--- src/sv/vabd_pkg.sv ---
// ----------------------------------------------------------------------------
// vabd_pkg: shared definitions for the voltmeter average and BCD display
// Request codes, fixed widths, reciprocal constants and the digit helpers.
// ----------------------------------------------------------------------------
package vabd_pkg;

	// Request codes carried in req_type. The fourth code is unused.
	typedef enum logic [1:0] {
		REQ_SAMPLE = 2'd0,
		REQ_TICK   = 2'd1,
		REQ_TEMP   = 2'd2
	} req_kind_t;

	// Samples averaged per group, 1 to 16.
	localparam int SAMPLES = 8;

	localparam int SAMPLE_W = 10;
	localparam int TEMP_W   = 8;
	localparam int ACC_W    = 14;
	localparam int CNT_W    = 4;
	localparam int VOLT_W   = 6;

	// Exact floor division of the group sum by SAMPLES: multiply and shift.
	localparam int AVG_SHIFT = 19;
	localparam int AVG_RECIP = (2 ** AVG_SHIFT + SAMPLES - 1) / SAMPLES;
	localparam int RECIP_W   = 20;

	// Scaling to tenths of a volt: (avg * 33 + 511) / 1023.
	localparam int SCALE_W     = 16;
	localparam int SCALE_ROUND = 511;
	localparam int DIV_SHIFT   = 26;
	localparam int DIV_RECIP   = (2 ** DIV_SHIFT + 1023 - 1) / 1023;
	localparam int DIV_RECIP_W = 17;

	// What one refresh tick drives onto the display.
	typedef struct packed {
		logic       sel;
		logic [6:0] segments;
		logic       point;
	} digit_t;

	// Splits a byte into two BCD nibbles: (val / 10) & 15 high, val % 10 low.
	function automatic logic [7:0] to_digits(input logic [7:0] val);
		logic [15:0] prod;
		logic [4:0]  quo;
		logic [7:0]  rem;
		prod = 16'(val) * 16'd205;
		quo  = prod[15:11];
		rem  = val - {quo, 3'b000} - {2'b00, quo, 1'b0};
		return {quo[3:0], rem[3:0]};
	endfunction

	// Seven-segment pattern gfedcba for a hex nibble.
	function automatic logic [6:0] seg7(input logic [3:0] nib);
		logic [6:0] pat;
		unique case (nib)
			4'h0: pat = 7'h3F;
			4'h1: pat = 7'h06;
			4'h2: pat = 7'h5B;
			4'h3: pat = 7'h4F;
			4'h4: pat = 7'h66;
			4'h5: pat = 7'h6D;
			4'h6: pat = 7'h7D;
			4'h7: pat = 7'h07;
			4'h8: pat = 7'h7F;
			4'h9: pat = 7'h67;
			4'hA: pat = 7'h77;
			4'hB: pat = 7'h7C;
			4'hC: pat = 7'h39;
			4'hD: pat = 7'h5E;
			4'hE: pat = 7'h79;
			4'hF: pat = 7'h71;
		endcase
		return pat;
	endfunction

endpackage

--- src/sv/vabd_req_if.sv ---
// ----------------------------------------------------------------------------
// vabd_req_if: request channel
// Valid/ready channel carrying samples, refresh ticks and temperature updates.
// ----------------------------------------------------------------------------
interface vabd_req_if;
	logic       valid;
	logic       ready;
	logic [1:0] req_type;
	logic [9:0] sample_value;
	logic [7:0] temperature_value;
	logic       show_temperature;

	modport source (
		output valid, req_type, sample_value, temperature_value, show_temperature,
		input  ready
	);
	modport sink (
		input  valid, req_type, sample_value, temperature_value, show_temperature,
		output ready
	);
endinterface

--- src/sv/vabd_res_if.sv ---
// ----------------------------------------------------------------------------
// vabd_res_if: display result channel
// Valid/ready channel carrying one driven digit per refresh tick.
// ----------------------------------------------------------------------------
interface vabd_res_if;
	logic       valid;
	logic       ready;
	logic       digit_select;
	logic [6:0] segments;
	logic       decimal_point;
	logic [7:0] voltage_bcd;

	modport source (
		output valid, digit_select, segments, decimal_point, voltage_bcd,
		input  ready
	);
	modport sink (
		input  valid, digit_select, segments, decimal_point, voltage_bcd,
		output ready
	);
endinterface

--- src/sv/voltmeter_average_bcd_display.sv ---
// ----------------------------------------------------------------------------
// voltmeter_average_bcd_display: averaging voltmeter with two-digit display
// Averages converter samples, scales them to tenths of a volt in BCD and
// multiplexes voltage or temperature onto a two-digit seven-segment display.
// ----------------------------------------------------------------------------
//
// Channel  Modport  Role
// -------  -------  ---------------------------------------------------------
// req      sink     samples, refresh ticks and temperature updates
// res      source   one digit (select, segments, point, voltage) per tick
//
// One transaction is accepted per cycle when nothing downstream is stalled.
// A tick taken by the input register passes through the accumulation,
// averaging and scaling stages in that order, then the display stage loads
// the output register.
// A stalled result holds a tick in the display stage and everything behind it.
// Reset clears the sum, count, stored digits and the digit toggle at once.
//
module voltmeter_average_bcd_display (
	input  logic          clk,
	input  logic          arst_n,
	vabd_req_if.sink      req,
	vabd_res_if.source    res
);

	// Item attributes that travel with every stage of the pipeline.
	typedef struct packed {
		logic [1:0] kind;
		logic       show;
		logic [7:0] temp;
		logic       done;
	} item_t;

	// ------------------------------------------------------------------
	// Stage 1: input register.
	// ------------------------------------------------------------------
	logic                           valid_s1;
	logic [1:0]                     kind_s1;
	logic [vabd_pkg::SAMPLE_W-1:0]  sample_s1;
	logic [vabd_pkg::TEMP_W-1:0]    temp_s1;
	logic                           show_s1;

	// Stage registers further down.
	logic                           valid_s2, valid_s3, valid_s4;
	item_t                          item_s2, item_s3, item_s4;
	logic [vabd_pkg::ACC_W-1:0]     sum_s2;
	logic [vabd_pkg::SAMPLE_W-1:0]  avg_s3;
	logic [vabd_pkg::VOLT_W-1:0]    volt_s4;

	// Architectural state.
	logic [vabd_pkg::ACC_W-1:0]     acc_q;
	logic [vabd_pkg::CNT_W-1:0]     cnt_q;
	logic [7:0]                     volt_digits_q;
	logic [7:0]                     temp_store_q;
	logic                           high_next_q;

	// Output register.
	logic                           res_valid_q;
	logic                           res_sel_q;
	logic [6:0]                     res_seg_q;
	logic                           res_point_q;
	logic [7:0]                     res_volt_q;

	// ------------------------------------------------------------------
	// Flow control. The display stage retires a tick only when the output
	// register is free or being emptied; any other item retires at once.
	// Each earlier stage moves on when the one after it is empty or moving.
	// ------------------------------------------------------------------
	logic tick_s4;
	logic go4, go3, go2, go1;
	logic free4, free3, free2, free1;

	assign tick_s4 = (item_s4.kind == vabd_pkg::REQ_TICK);
	assign go4     = valid_s4 & (~tick_s4 | ~res_valid_q | res.ready);
	assign free4   = ~valid_s4 | go4;
	assign go3     = valid_s3 & free4;
	assign free3   = ~valid_s3 | go3;
	assign go2     = valid_s2 & free3;
	assign free2   = ~valid_s2 | go2;
	assign go1     = valid_s1 & free2;
	assign free1   = ~valid_s1 | go1;

	assign req.ready = free1;

	logic req_take;
	assign req_take = req.valid & free1;

	always_ff @(posedge clk or negedge arst_n) begin
		if (!arst_n) begin
			valid_s1 <= 1'b0;
		end else if (free1) begin
			valid_s1 <= req.valid;
		end
	end

	always_ff @(posedge clk) begin
		if (req_take) begin
			kind_s1   <= req.req_type;
			sample_s1 <= req.sample_value;
			temp_s1   <= req.temperature_value;
			show_s1   <= req.show_temperature;
		end
	end

	// ------------------------------------------------------------------
	// Accumulation, done as the item leaves stage 1. When a group fills
	// up the whole sum goes down the pipeline and the running sum and the
	// count start again from zero. A count that wraps to zero also closes
	// a group, which only happens with sixteen samples to a group.
	// ------------------------------------------------------------------
	logic                         is_sample_s1;
	logic [vabd_pkg::ACC_W-1:0]   acc_next;
	logic [vabd_pkg::CNT_W-1:0]   cnt_next;
	logic                         group_done;

	always_comb begin
		is_sample_s1 = (kind_s1 == vabd_pkg::REQ_SAMPLE);
		acc_next     = acc_q + vabd_pkg::ACC_W'(sample_s1);
		cnt_next     = cnt_q + vabd_pkg::CNT_W'(1);
		group_done   = (cnt_next == '0)
			|| ({1'b0, cnt_next} >= (vabd_pkg::CNT_W + 1)'(vabd_pkg::SAMPLES));
	end

	always_ff @(posedge clk or negedge arst_n) begin
		if (!arst_n) begin
			acc_q <= '0;
			cnt_q <= '0;
		end else if (go1 && is_sample_s1) begin
			if (group_done) begin
				acc_q <= '0;
				cnt_q <= '0;
			end else begin
				acc_q <= acc_next;
				cnt_q <= cnt_next;
			end
		end
	end

	always_ff @(posedge clk or negedge arst_n) begin
		if (!arst_n) begin
			valid_s2 <= 1'b0;
		end else if (free2) begin
			valid_s2 <= valid_s1;
		end
	end

	always_ff @(posedge clk) begin
		if (go1) begin
			item_s2.kind <= kind_s1;
			item_s2.show <= show_s1;
			item_s2.temp <= temp_s1;
			item_s2.done <= is_sample_s1 & group_done;
			sum_s2       <= acc_next;
		end
	end

	// ------------------------------------------------------------------
	// Stage 2 to 3: truncated average, sum / SAMPLES by reciprocal.
	// The average never exceeds one full-scale sample.
	// ------------------------------------------------------------------
	localparam int AVG_PROD_W = vabd_pkg::ACC_W + vabd_pkg::RECIP_W;

	logic [AVG_PROD_W-1:0] avg_prod;
	assign avg_prod = AVG_PROD_W'(sum_s2) * AVG_PROD_W'(vabd_pkg::AVG_RECIP);

	always_ff @(posedge clk or negedge arst_n) begin
		if (!arst_n) begin
			valid_s3 <= 1'b0;
		end else if (free3) begin
			valid_s3 <= valid_s2;
		end
	end

	always_ff @(posedge clk) begin
		if (go2) begin
			item_s3 <= item_s2;
			avg_s3  <= avg_prod[vabd_pkg::AVG_SHIFT +: vabd_pkg::SAMPLE_W];
		end
	end

	// ------------------------------------------------------------------
	// Stage 3 to 4: scale to tenths of a volt with rounding by 511/1023.
	// The times-33 is a shift and add; the division is a reciprocal
	// multiply. The result is at most 33.
	// ------------------------------------------------------------------
	localparam int DIV_PROD_W = vabd_pkg::SCALE_W + vabd_pkg::DIV_RECIP_W;

	logic [vabd_pkg::SCALE_W-1:0] scaled;
	logic [DIV_PROD_W-1:0]        div_prod;

	always_comb begin
		scaled = {1'b0, avg_s3, 5'b00000}
			+ vabd_pkg::SCALE_W'(avg_s3)
			+ vabd_pkg::SCALE_W'(vabd_pkg::SCALE_ROUND);
		div_prod = DIV_PROD_W'(scaled) * DIV_PROD_W'(vabd_pkg::DIV_RECIP);
	end

	always_ff @(posedge clk or negedge arst_n) begin
		if (!arst_n) begin
			valid_s4 <= 1'b0;
		end else if (free4) begin
			valid_s4 <= valid_s3;
		end
	end

	always_ff @(posedge clk) begin
		if (go3) begin
			item_s4 <= item_s3;
			volt_s4 <= div_prod[vabd_pkg::DIV_SHIFT +: vabd_pkg::VOLT_W];
		end
	end

	// ------------------------------------------------------------------
	// Stage 4: display stage. State written here is seen by every later
	// tick, which keeps the order of transactions as they were accepted.
	// ------------------------------------------------------------------
	vabd_pkg::digit_t digit;

	vabd_digit_mux u_digit_mux (
		.show_temperature (item_s4.show),
		.high_digit       (high_next_q),
		.voltage_digits   (volt_digits_q),
		.temperature      (temp_store_q),
		.digit            (digit)
	);

	always_ff @(posedge clk or negedge arst_n) begin
		if (!arst_n) begin
			volt_digits_q <= '0;
			temp_store_q  <= '0;
			high_next_q   <= 1'b0;
		end else if (go4) begin
			unique case (item_s4.kind)
				vabd_pkg::REQ_SAMPLE: begin
					if (item_s4.done) begin
						volt_digits_q <= vabd_pkg::to_digits(8'(volt_s4));
					end
				end
				vabd_pkg::REQ_TEMP: begin
					temp_store_q <= item_s4.temp;
				end
				vabd_pkg::REQ_TICK: begin
					high_next_q <= ~high_next_q;
				end
				default: begin
					// Unused request code: nothing changes.
				end
			endcase
		end
	end

	// ------------------------------------------------------------------
	// Output register.
	// ------------------------------------------------------------------
	logic res_load;
	assign res_load = go4 & tick_s4;

	always_ff @(posedge clk or negedge arst_n) begin
		if (!arst_n) begin
			res_valid_q <= 1'b0;
		end else if (res_load) begin
			res_valid_q <= 1'b1;
		end else if (res.ready) begin
			res_valid_q <= 1'b0;
		end
	end

	always_ff @(posedge clk) begin
		if (res_load) begin
			res_sel_q   <= digit.sel;
			res_seg_q   <= digit.segments;
			res_point_q <= digit.point;
			res_volt_q  <= volt_digits_q;
		end
	end

	assign res.valid         = res_valid_q;
	assign res.digit_select  = res_sel_q;
	assign res.segments      = res_seg_q;
	assign res.decimal_point = res_point_q;
	assign res.voltage_bcd   = res_volt_q;

endmodule

--- src/sv/vabd_digit_mux.sv ---
// ----------------------------------------------------------------------------
// vabd_digit_mux: digit selection and segment decode
// Picks the voltage or temperature nibble for the current digit and decodes it.
// ----------------------------------------------------------------------------
module vabd_digit_mux (
	input  logic                show_temperature,
	input  logic                high_digit,
	input  logic [7:0]          voltage_digits,
	input  logic [7:0]          temperature,
	output vabd_pkg::digit_t    digit
);

	logic [7:0] shown;
	logic [3:0] nib;

	always_comb begin
		if (show_temperature) begin
			shown = vabd_pkg::to_digits(temperature);
		end else begin
			shown = voltage_digits;
		end
		nib = high_digit ? shown[7:4] : shown[3:0];

		digit.sel      = high_digit;
		digit.segments = vabd_pkg::seg7(nib);
		// The point sits after the volts digit, so only in voltage mode.
		digit.point    = high_digit & ~show_temperature;
	end

endmodule
--- src/flat_wrapper.sv ---
// flat-port wrapper written by rule: the top's interface ports become plain ports
module voltmeter_average_bcd_display_flat 
  (clk, arst_n, req_valid, req_req_type, req_sample_value, req_temperature_value, req_show_temperature, req_ready, res_valid, res_digit_select, res_segments, res_decimal_point, res_voltage_bcd, res_ready);
  vabd_req_if req_i ();
  vabd_res_if res_i ();
  input  logic clk;
  input  logic arst_n;
  input wire logic [$bits(req_i.valid)-1:0] req_valid;
  input wire logic [$bits(req_i.req_type)-1:0] req_req_type;
  input wire logic [$bits(req_i.sample_value)-1:0] req_sample_value;
  input wire logic [$bits(req_i.temperature_value)-1:0] req_temperature_value;
  input wire logic [$bits(req_i.show_temperature)-1:0] req_show_temperature;
  output wire logic [$bits(req_i.ready)-1:0] req_ready;
  output wire logic [$bits(res_i.valid)-1:0] res_valid;
  output wire logic [$bits(res_i.digit_select)-1:0] res_digit_select;
  output wire logic [$bits(res_i.segments)-1:0] res_segments;
  output wire logic [$bits(res_i.decimal_point)-1:0] res_decimal_point;
  output wire logic [$bits(res_i.voltage_bcd)-1:0] res_voltage_bcd;
  input wire logic [$bits(res_i.ready)-1:0] res_ready;
  assign req_i.valid = req_valid;
  assign req_i.req_type = req_req_type;
  assign req_i.sample_value = req_sample_value;
  assign req_i.temperature_value = req_temperature_value;
  assign req_i.show_temperature = req_show_temperature;
  assign req_ready = req_i.ready;
  assign res_valid = res_i.valid;
  assign res_digit_select = res_i.digit_select;
  assign res_segments = res_i.segments;
  assign res_decimal_point = res_i.decimal_point;
  assign res_voltage_bcd = res_i.voltage_bcd;
  assign res_i.ready = res_ready;
  voltmeter_average_bcd_display u_core (.clk(clk), .arst_n(arst_n), .req(req_i), .res(res_i));
endmodule
--- config.mk ---
export PLATFORM = sky130hd
export DESIGN_NAME = voltmeter_average_bcd_display_flat
export DESIGN_NICKNAME = d
export VERILOG_FILES = /design/src/sv/vabd_pkg.sv /design/src/sv/vabd_req_if.sv /design/src/sv/vabd_res_if.sv /design/src/sv/voltmeter_average_bcd_display.sv /design/src/sv/vabd_digit_mux.sv /design/src/flat_wrapper.sv
export SDC_FILE = /design/constraint.sdc
export NUM_CORES = 1
export LEC_CHECK = 0
export ABC_AREA = 1
export BUFFER_PORTS_ARGS = -buffer_cell sky130_fd_sc_hd__buf_2
export CAP_MARGIN = 20
export CORE_MARGIN = 8
export CORE_UTILIZATION = 50
export CTS_CLUSTER_SIZE = 16
export DETAILED_ROUTE_END_ITERATION = 7
export GPL_ROUTABILITY_DRIVEN = 0
export PLACE_DENSITY = 0.73
export SYNTH_ARGS = -nofsm -noshare
export SYNTH_HDL_FRONTEND = slang
export SYNTH_SLANG_ARGS = --single-unit
--- constraint.sdc ---
create_clock -name clk -period 6.87 [get_ports clk]
set_input_delay 1.374 -clock clk [delete_from_list [all_inputs] [get_ports clk]]
set_output_delay 1.374 -clock clk [all_outputs]
set_load 0.02 [all_outputs]
## Word level (Yosys, flattened, before mapping)

Memory sizes are Yosys's and may differ from the RTL's. A register that Yosys moved wholly into a read port is not among the register bits.
Index checks and enable logic that the tools add are counted.

- Input port bits: 25
- Memories: 1
- Logic and storage cells: 84
- Output and inout port bits: 19
- Memory bits (read-only): 112
- Register bits after elaboration: 134

- Order comparisons: 1
- Equality and inequality tests: 2
- $mul: 3
- $add $sub $neg: 8
- Reductions and logical operators: 9
- Muxes and demuxes: 6
- Bitwise operators: 22

Memory list:

| name | words | bits a word | rd ports | clocked after memory_dff | wr ports | line | source |
|---|---|---|---|---|---|---|---|
| (name not given) | 16 | 7 | 1 | 1 | 0 | vabd_pkg.sv:56 | `unique case (nib)` |

Operators by type and width:

| kind | number |
|---|---|
| multiplier 16 x 17 -> 32 bit (second input constant) | 1 |
| adder 15 x 10 -> 16 bit | 1 |
| adder 16 x 9 -> 16 bit (second input constant) | 1 |
| subtractor 4 bit | 4 |
| multiplier 8 x 8 -> 15 bit (second input constant) | 1 |
| adder 14 x 10 -> 14 bit | 1 |
| multiplier 6 x 8 -> 14 bit (second input constant) | 1 |
| 2-to-1 mux 14 bit | 1 |
| AND 1 bit | 8 |
| 2-to-1 mux 4 bit | 2 |
| 2-to-1 mux 8 bit | 1 |
| inverter 1 bit | 8 |
| OR 1 bit | 6 |
| adder 4 x 1 -> 4 bit (second input constant) | 1 |
| greater-or-equal comparator 4 bit (second input constant) | 1 |
| zero test 2 bit | 2 |
| zero test 4 bit | 1 |
| AND reduction 2 bit | 2 |
| AND reduction 3 bit | 1 |
| == test 2 x 1 -> 1 bit (second input constant) | 1 |
| == test 2 bit (second input constant) | 1 |
| 2-to-1 mux 1 bit | 2 |
| nonzero test 2 bit | 1 |
| logical AND 1 bit | 1 |
| logical OR 1 bit | 1 |

## Longest topological paths before layout

Gate-level depths: netlist of run 1.

- Word-level depth: 13
- Mapped depth: 33

## Cells and area by module

A second synthesis of run 1 with hierarchy kept.

- Cells, all modules: 943
- Area, all modules: 9,325.2 um^2

By module, submodules not included:

| module | instances | area an instance (um^2) | seq. area each (um^2) | cells each |
|---|---|---|---|---|
| voltmeter_average_bcd_display | 1 | 7,557.2 | 3,923.8 | 689 |
| vabd_digit_mux | 1 | 1,767.9 | 0.0 | 254 |

## Worst setup path before layout of run 1

Ideal clock, no wire load.

- Path type: register to register
- Start point: register u_core.temp_store_q[1]
- End point: register u_core.res_seg_q[3] (netlist: u_core.res.segments[3]), data pin
- Stages on the path, launching flop included: 27
- Arrival time: 4.587 ns
- Required time: 6.618 ns
- Path slack: 2.030 ns
- Cells stage by stage: dfrtp_1 -> ha_1 -> inv_1 -> fa_1 -> inv_1 -> fa_1 -> inv_1 -> fa_1 -> inv_1 -> ha_1 -> a21oi_2 -> nor2_1 -> nor2_1 -> nand3b_1 -> nand2_1 -> inv_1 -> ha_1 -> o21ai_0 -> o21ai_0 -> inv_1 -> nand2_1 -> inv_1 -> ha_1 -> nand2_1 -> nand2_1 -> nand2_1 -> nand2_1

- Word-level cells in the longest chain between the ends: 5

RTL lines:

| element | line | source |
|---|---|---|
| from (decl) | voltmeter_average_bcd_display.sv:54 | `logic [7:0] temp_store_q;` |
| from (signal assigned) | voltmeter_average_bcd_display.sv:240 | `temp_store_q <= item_s4.temp;` |
| multiplier 8 x 8 -> 15 bit | vabd_pkg.sv:47 | `prod = 16'(val) * 16'd205;` |
| subtractor 4 bit (2 in a row) | vabd_pkg.sv:49 | `rem = val - {quo, 3'b000} - {2'b00, quo, 1'b0};` |
| 2-to-1 mux 8 bit * | vabd_digit_mux.sv:17 | `if (show_temperature) begin` |
| 2-to-1 mux 4 bit * | vabd_digit_mux.sv:22 | `nib = high_digit ? shown[7:4] : shown[3:0];` |
| to (decl) | voltmeter_average_bcd_display.sv:60 | `logic [6:0] res_seg_q;` |

Mark *: on every way between the ends. The rest lies on a longest branch, timed or not.
A chain may end at the register's enable or synchronous reset.

## Worst setup path in the final report of run 1

Same ends and word-level chain as after synthesis.

==> qor.csv, run 1 <==
metric,value,unit
status,finished clean,
slowest_delay,0.53,ns
ys_types,46,
crit_family,adder cells,
syn_area,9555,µm²
hold_path.class,reg -> reg,
rrSetupSlack,1.76,ns
synth_top_family_by_area,adder cells,
antenna_left,0,
htree_levels,4,
floorplan.initialDensity,51.08,%
antenna_cells,0,
synth_nets,1192,
crit_cells,26,
final.setup.tns,0,ns
synth_xor_area_share,2.855,%
crit_end,u_core.res.segments[3],
syn_avg_cell_area,9.681,µm²
vias,6575,
cp-start-kind,flip-flop,
max_freq,195.7,MHz
period_needed,5.110,ns
die_x,154.2,µm
drc,0,
area_growth_syn_to_layout,11.23,%
synth_cells,987,
cts.sinks,137,
multi_input_area,4960,µm²
pre_cts_ws,1.780,ns
crit_top_cell,inv_1,
antenna_found_initial,0,
cts-resized-gates,0,
dr.pass1.iters,7,
cts_buffer_depth,2,
rsz0062_at_grt,false,
clk_latency,0.42,ns
worstRegToRegCells,26,
nets,1248,
synth-simple-area-share,16.30,%
finalCritPeriodShare,74.39,%
worstPathRequired,7.04,ns
grt_pass1_vias,6776,
path_buf_inv,7,
drt_wl_total,17220,µm
setup_viol,0,
via_per_inst,5.097,
grt_max_degree,39,
cts_setup_buffers,0,
seq_area,3924,µm²
yosys_warnings,0,
cts.hold.buffers_added,0,
maxSlewViolCount,0,
place_hpwl,13660,µm
startpoint,u_core.temp_store_q[1],
ctsRootBufferMaster,clkbuf_16,
cts_made_buffers,17,
skew,0.01217,ns
rr_startpoint,u_core.temp_store_q[1],
seq_area_frac_synth,41.06,%
hold_violations,0,
grt_pass1_wl,30060,µm
drive_gt1_share,12.22,%
avgRoutedWirePerCell,13.35,µm
tightest_slew,0.9910,ns
drtIter0Drc,250,
grt_usage,15.41,%
rows,50,
io-pin-count,44,
cts_tree,yes,
slowest_stage,fa_1,
fillers,1526,
arrival,5.28,ns
critPathMaxFanout,7,
synth.area.mux_share,0.4714,%
end_kind,flip-flop,
final.setup.worst_slack,1.760,ns
crit_type,reg -> reg,
core,18710,µm²
io_buffers,42,
grt-ovfl-total,0,
ys_ff_latch,137,
relSlewSlack,33.86,%
synth_fa_ha_area_share,25.14,%
cap_violations,0,
path_clk_slew,0.06,ns
r2r_end,u_core.res.segments[3],
die_y,154.2,µm
die_area,23790,µm²
synth_compound_area_share,7.045,%
## layer usage
metal	global-route usage, %	vias to the layer above	wire, µm	part of all wire, %
li1	-	3395	-	-
met1	17.88	3049	7813	45
met2	27.55	101	8527	50
met3	3.650	30	609	3.5
met4	4.993	0	272	1.6
met5	0	-	0	0
## worst register-to-register path, delay by kind of cell (launching register included)
kind                     cells  cell delay, ns
adder cells (fa/ha/maj)      7            2.80
AO/OA/AOI/OAI                3            0.38
buffers and inverters        7            0.44
flip-flops                   1            0.43
AND/OR/NAND/NOR              9            0.80
## metrics by stage
stage	std cells	instance area (µm²)	hold slack [ns]	utilization, %
after detailed placement	1257	10030	0.4045	53.61
after global routing	1290	10630	0.4236	56.82
after floorplan	987	9555	0.4003	-
final	1290	10630	0.4182	56.82
after CTS	1289	10610	0.4170	56.74
after global placement	1257	10030	0.4013	53.61
## layout by cell type (no fill, tap or decap), types with 3 or more instances in the layout
cell type	instances
ha_1	160
xor2_1	16
nand4_1	6
o21a_1	3
o21bai_1	3
nand2_2	14
mux2_2	4
edfxtp_1	99
nand3_2	5
o21ai_0	34
nor2_2	8
nand3_1	43
a21oi_1	36
a31oi_1	3
inv_1	163
a21oi_2	5
inv_6	6
nand2_4	4
nand2_1	202
inv_2	6
clkbuf_16	17
nand3b_1	6
buf_2	42
nor3_1	10
nor2_1	47
fa_1	20
dfrtp_1	38
a21o_1	6
a22o_1	9
xnor2_1	12
## how the worst min path moves through the flow
stage | startpoint | to | slack, ns | cells past startpoint
global route | u_core.temp_s1[4] | u_core.item_s2[5] | 0.42 | 0
global placement | u_core.item_s2[0] | u_core.item_s3[0] | 0.40 | 0
finish | u_core.item_s2[5] | u_core.item_s3[5] | 0.42 | 0
floorplan | u_core.sum_s2[3] | u_core.avg_s3[0] | 0.40 | 0
CTS | u_core.item_s2[5] | u_core.item_s3[5] | 0.42 | 0
detailed placement | u_core.sum_s2[4] | u_core.avg_s3[1] | 0.40 | 0
## cell families after synthesis
group / Yosys count
multiplexers: 4
XOR/XNOR: 29
flip-flops: 137
other: 1
adder cells (fa/ha/maj): 180
buffers and inverters: 176
AND/OR/NAND/NOR: 351
AO/OA/AOI/OAI: 109
## cells in the mapped netlist, drive strengths merged
cell type,number,area share [%]
inv,170,6.7
nand3,48,2.8
o21ai,37,2.1
a22o,9,0.82
xor2,17,1.8
a211oi,1,0.079
a22oi,2,0.16
xnor2,12,1.1
o21bai,4,0.35
o21a,3,0.24
or2,3,0.20
nor2,57,2.6
a21boi,2,0.16
nor3,10,0.52
a21o,6,0.47
buf,5,0.34
ha,160,21
and2,1,0.066
a21oi,42,2.5
nand3b,6,0.47
clkbuf,1,0.039
dfrtp,38,10
nand4,6,0.39
edfxtp,99,31
a31oi,3,0.20
nand2,220,9.3
conb,1,0.039
mux2,4,0.47
fa,20,4.2
## registers in the layout, indices dropped and copies added, names as in the netlist, 2 cells and up
signal and count:
u_core.res.voltage_bcd 7, u_core.volt_s4 6, u_core.sample_s1 10, u_core.kind_s1 2
u_core.cnt_q 4, u_core.volt_digits_q 7, u_core.temp_s1 8, u_core.item_s4 12
u_core.sum_s2 10, u_core.avg_s3 10, u_core.temp_store_q 8, u_core.res.segments 7
u_core.item_s2 12, u_core.acc_q 13, u_core.item_s3 12
## final cells by class
type / instances / share of cell area [%]
inverters: 170 / 6.027
flip-flops and latches: 137 / 36.92
multi-input cells: 674 / 46.66
clock inverters: 15 / 1.519
repair buffers: 43 / 2.119
well taps: 234 / 2.755
clock buffers: 17 / 4.002
Power of run 1 is left out: the tool's default activity adds up to more than one toggle a clock period on the data nets, which glitch-free logic cannot reach.
==> run 2, diff against run 1 <==
==> constraint.sdc (replaced) <==
create_clock -name clk -period 4.8 [get_ports clk]
set_input_delay 0.96 -clock clk [delete_from_list [all_inputs] [get_ports clk]]
set_output_delay 0.96 -clock clk [all_outputs]
set_load 0.02 [all_outputs]
==> run 2 against run 1 <==
Compared with the run above:
- count of clock-buffer cells in the layout unchanged
- cell count increased by 4.3%
- die area unchanged
- via count increased by 6.1%
- clock skew decreased by 0.0021 ns
- largest cell class unchanged
- critical endpoint is now u_core.res.segments[2]
- sequential share of layout area decreased by 3.1 points
- global-route usage increased by 0.91 points
==> qor.csv, run 2 (synthesized netlist as in run 1, its figures left out) <==
metric,value,unit,change
skew,0.01007,ns,-0.002107 ns
relSlewSlack,34.51,%,+0.64 points
grt-ovfl-total,0,,unchanged
met3_length,659,µm,+8.2%
grt_pass1_vias,7073,,+4.4%
cts.sinks,137,,unchanged
final.setup.worst_slack,0.07527,ns,-1.684 ns
drc,0,,unchanged
top_register,u_core.acc_q,,
largest_reg_flops,13,,unchanged
arrival,4.90,ns,-0.38 ns
cp-start-kind,flip-flop,,
grt_max_degree,39,,unchanged
tightest_slew,0.9813,ns,-0.009651 ns
layout_commonest_cell,nand2_1,,
place_hpwl,14040,µm,+2.8%
path_clk_slew,0.06,ns,about the same
met2_length,10330,µm,+21%
drt_wl_total,19850,µm,+15%
cap_violations,0,,unchanged
pre_cts_ws,-0.1108,ns,-1.891 ns
worstPathRequired,4.98,ns,-2.06 ns
critPathMaxFanout,5,,-2
dp.cells,1291,,+2.7%
cts_buffer_depth,2,,unchanged
grt_pass1_wl,31600,µm,+5.1%
fin_area,11590,µm²,+9.0%
floorplan.initialDensity,51.08,%,unchanged
setup_viol,0,,unchanged
period_needed,4.725,ns,-0.3856 ns
route.top_layer_used,met4,,
io_buffers,42,,unchanged
dr.pass1.iters,5,,-2
status,finished clean,,
finalNonFillerCells,1346,,+4.3%
hold_violations,0,,unchanged
via_per_inst,5.181,,+1.7%
io-pin-count,44,,unchanged
finalCritPeriodShare,98.43,%,+24 points
vias,6974,,+6.1%
grt_usage,16.33,%,+0.91 points
dpl_cell_area,10280,µm²,+2.6%
cts_made_buffers,17,,unchanged
ctsRootBufferMaster,clkbuf_16,,
drtIter0Drc,283,,+13%
die_x,154.2,µm,unchanged
die_y,154.2,µm,unchanged
cts_tree,yes,,
area_growth_syn_to_layout,21.28,%,
avgRoutedWirePerCell,14.75,µm,+10%
drive_gt1_share,24.64,%,+12 points
end_kind,flip-flop,,
die_area,23790,µm²,unchanged
crit_type,reg -> reg,,
clk_latency,0.42,ns,about the same
maxSlewViolCount,0,,unchanged
antenna_found_initial,0,,unchanged
antenna_left,0,,unchanged
rsz0062_at_grt,true,,
core,18710,µm²,unchanged
max_freq,211.7,MHz,+8.2%
final_cell_mix,"182 x nand2_1, 141 x inv_1, 133 x ha_1, 99 x edfxtp_1, 53 x buf_4",,
antenna_cells,0,,unchanged
rows,50,,unchanged
nets,1304,,+4.5%
wl_met1,8451,µm,+8.2%
htree_levels,4,,unchanged
hold_path.class,reg -> reg,,
run 2: repair_timing:
| action | CTS | global route |
|---|---|---|
| pin swaps | 11 | 46 |
| buffers inserted | 8 | 15 |
| setup endpoints to repair | 8 | 13 |
| hold buffers | 0 | 0 |
| gates resized for setup | 11 | 106 |
run 2: layer usage:
metal,vias to the layer above,global-route usage [%]
li1,3507,-
met1,3295,18.05
met2,134,30.31
met3,38,3.511
met4,0,5.740
met5,-,0
run 2: stage by stage:
step | TNS, ns | utilization, % | hold WS, ns
global placement | -0.06839 | 54.98 | 0.4016
global route | -0.4690 | 61.95 | 0.4250
detailed placement | -0.4779 | 54.98 | 0.4052
finish | 0 | 61.95 | 0.4183
floorplan | 0 | - | 0.4003
CTS | 0 | 58.92 | 0.4186
run 2: final cells by class:
class	count	area [µm²]
Fill cell	1413	7117
Multi-Input combinational cell	674	5448
Sequential cell	137	3924
Timing Repair Buffer	99	665.6
Inverter	170	648.1
Clock buffer	17	425.4
Tap cell	234	292.8
Clock inverter	15	185.2
run 2: path summary, 6_finish.rpt:
| check | startpoint | end | slack (ns) | depth (start not counted) |
|---|---|---|---|---|
| min in group asynchronous | arst_n | u_core.valid_s1 | 0.67 | 1 |
| worst max-delay path | u_core.temp_store_q[2] | u_core.res.segments[2] | 0.08 | 23 |
| worst min register to register | u_core.sum_s2[11] | u_core.avg_s3[8] | 0.42 | 0 |
| worst max register to register | u_core.temp_store_q[2] | u_core.res.segments[2] | 0.08 | 23 |
| worst min-delay path | u_core.sum_s2[11] | u_core.avg_s3[8] | 0.42 | 0 |
| max in group asynchronous | arst_n | u_core.temp_store_q[0] | 3.52 | 1 |
run 2: worst max-delay path, stage by stage, from the launching register on:
cell and delay, ns:
dfrtp_1 0.42, buf_4 0.17, ha_1 0.32, inv_1 0.07, fa_1 0.57, inv_1 0.09
fa_1 0.44, ha_1 0.33, ha_4 0.26, nand2_1 0.07, nand2_1 0.09, nor2_1 0.15
nand3b_1 0.14, nand2_2 0.11, inv_2 0.05, ha_4 0.20, o21ai_2 0.16, o21ai_2 0.08
inv_2 0.07, nand2_4 0.08, ha_2 0.19, or2_2 0.29, nand3_1 0.08, nand2_1 0.05
Power of run 2 is left out for the same reason.
==> run 3, diff against run 2 <==
--- a/config.mk
+++ b/config.mk
@@ -9,11 +9,11 @@
 export BUFFER_PORTS_ARGS = -buffer_cell sky130_fd_sc_hd__buf_2
 export CAP_MARGIN = 20
 export CORE_MARGIN = 8
-export CORE_UTILIZATION = 50
+export CORE_UTILIZATION = 45
 export CTS_CLUSTER_SIZE = 16
 export DETAILED_ROUTE_END_ITERATION = 7
 export GPL_ROUTABILITY_DRIVEN = 0
-export PLACE_DENSITY = 0.73
+export PLACE_DENSITY = 0.67
 export SYNTH_ARGS = -nofsm -noshare
 export SYNTH_HDL_FRONTEND = slang
 export SYNTH_SLANG_ARGS = --single-unit
==> run 3 against run 2 <==
Compared with the run above:
- fmax rose by 2.3%
- first-iteration DRC count fell by 12%
- non-clock buffer count rose by 3
- count of clock-buffer cells in the layout did not move
- design area fell by 0.31%
- die area rose by 9.9%
- sequential share of layout area rose by 0.11 points
- register-to-register slack improved by 0.10 ns
- utilization fell by 6.8 points
- clock skew fell by 0.0011 ns
- critical path type unchanged
==> qor.csv, run 3 (synthesized netlist as in run 1, its figures left out) <==
metric,value,unit,change
utilization,55.13,%,-6.8 points
grt_max_degree,39,,unchanged
rrSetupSlack,0.18,ns,+0.10 ns
skew,0.008983,ns,-0.001082 ns
place_hpwl,13920,µm,-0.85%
met3_length,512,µm,-22%
area_growth_syn_to_layout,20.90,%,
io-pin-count,44,,unchanged
fin_area,11550,µm²,-0.31%
largest_reg_flops,13,,unchanged
grt_pass1_vias,6903,,-2.4%
ctsRootBufferMaster,clkbuf_16,,
top_register,u_core.acc_q,,
worstPathRequired,4.97,ns,about the same
arrival,4.79,ns,-0.11 ns
cap_violations,0,,unchanged
layout_commonest_cell,nand2_1,,
hold_violations,0,,unchanged
finalNonFillerCells,1390,,+3.3%
cts_made_buffers,17,,unchanged
hold_depth,0,,unchanged
min_to,u_core.item_s2[4],,
setup_viol,0,,unchanged
grt_pass1_wl,31110,µm,-1.5%
hold_path.class,reg -> reg,,
worstRegToRegCells,28,,+22%
htree_levels,4,,unchanged
wl_met1,8384,µm,-0.79%
final_cell_mix,"193 x nand2_1, 147 x inv_1, 137 x ha_1, 99 x edfxtp_1, 56 x buf_4",,
r2r_end,u_core.volt_s4[4],,
dr.pass1.iters,5,,unchanged
crit_type,reg -> reg,,
cts_tree,yes,,
slowest_delay,0.41,ns,-0.16 ns
die_y,161.7,µm,+4.8%
final.setup.tns,0,ns,unchanged
cp-start-kind,flip-flop,,
maxSlewViolCount,0,,unchanged
core,20960,µm²,+12%
drive_gt1_share,22.60,%,-2.0 points
met2_length,9497,µm,-8.1%
die_area,26150,µm²,+9.9%
vias,6835,,-2.0%
die_x,161.7,µm,+4.8%
max_freq,216.4,MHz,+2.3%
dp.cells,1341,,+3.9%
tightest_slew,0.9976,ns,+0.01626 ns
fillers,1857,,+31%
rows,53,,+6.0%
hold_start,u_core.temp_s1[3],,
drt_wl_total,18530,µm,-6.7%
floorplan.initialDensity,45.60,%,-5.5 points
antenna_found_initial,0,,unchanged
slowest_stage,fa_1,,
end_kind,flip-flop,,
antenna_cells,0,,unchanged
via_per_inst,4.917,,-5.1%
nets,1307,,+0.23%
grt-ovfl-total,0,,unchanged
drtIter0Drc,249,,-12%
grt_usage,14.51,%,-1.8 points
cts_buffer_depth,2,,unchanged
avgRoutedWirePerCell,13.33,µm,-9.6%
antenna_left,0,,unchanged
critPathMaxFanout,4,,-1
dpl_cell_area,10400,µm²,+1.2%
rr_startpoint,u_core.avg_s3[1],,
status,finished clean,,
rsz0062_at_grt,true,,
path_clk_slew,0.07,ns,about the same
drc,0,,unchanged
period_needed,4.621,ns,-0.1041 ns
route.top_layer_used,met4,,
relSlewSlack,33.49,%,-1.0 points
clk_latency,0.42,ns,about the same
finalCritPeriodShare,96.26,%,-2.2 points
cts.sinks,137,,unchanged
io_buffers,42,,unchanged
-- run 3: cell types whose count changed in the layout (fill, tap and decap cells not counted), moves of 3 or more --
cell and delta:
inv_2 -6, nand2_2 -7, o21ai_1 +3, buf_4 +3, inv_8 +3, ha_1 +4, nand2_1 +11, ha_4 -3
o21ai_2 -4, inv_1 +6, nand2_4 -4
-- run 3: metal layers --
| layer | vias to the layer above | track usage (%) |
|---|---|---|
| li1 | 3509 | - |
| met5 | - | 0 |
| met3 | 14 | 3.063 |
| met1 | 3220 | 17.49 |
| met2 | 92 | 25.92 |
| met4 | 0 | 3.620 |
-- run 3: timing repair --
item                                    CTS  global route
setup buffers                             3            14
pin swaps                                 8            45
endpoints found under the setup margin    8            13
hold buffers                              0             0
gates resized for setup                   5            82
-- run 3: metrics by stage --
step | hold WS, ns | worst slack (ns)
final | 0.4178 | 0.1794
after global routing | 0.4277 | -0.09300
after CTS | 0.4205 | 0.003238
after detailed placement | 0.4045 | -0.1312
after global placement | 0.4015 | -0.06115
after floorplan | 0.4003 | 0.007855
-- run 3: cell type report --
cell class,instances,area (µm²),share of cell area (%)
clock inverter,15,198.9,1.722
inverter,170,645.6,5.589
sequential,137,3924,33.97
clock buffer,17,425.4,3.682
tap,275,344.1,2.978
multi-input combinational,674,5323,46.07
timing repair buffer,102,691.9,5.989
-- run 3: how the worst max path moves through the flow --
stage,end,cells past startpoint,slack [ns],startpoint
after floorplan,u_core.res.segments[2],24,0.008,u_core.temp_store_q[1]
after global placement,u_core.res.segments[2],24,-0.06,u_core.temp_store_q[1]
after detailed placement,u_core.res.segments[2],24,-0.13,u_core.temp_store_q[1]
after CTS,u_core.res.segments[2],24,0.003,u_core.temp_store_q[2]
after global routing,u_core.volt_s4[2],32,-0.09,u_core.avg_s3[1]
final,u_core.volt_s4[4],28,0.18,u_core.avg_s3[1]
-- run 3: worst max-delay path: cells and delay by family, from the launching register on --
kind | cells | cell delay [ns]
simple gates | 8 | 0.83
fa+ha+maj | 7 | 1.72
xor+xnor | 1 | 0.19
flops | 1 | 0.37
compound gates | 4 | 0.54
buf+inv | 8 | 0.70
Power of run 3 is left out for the same reason.
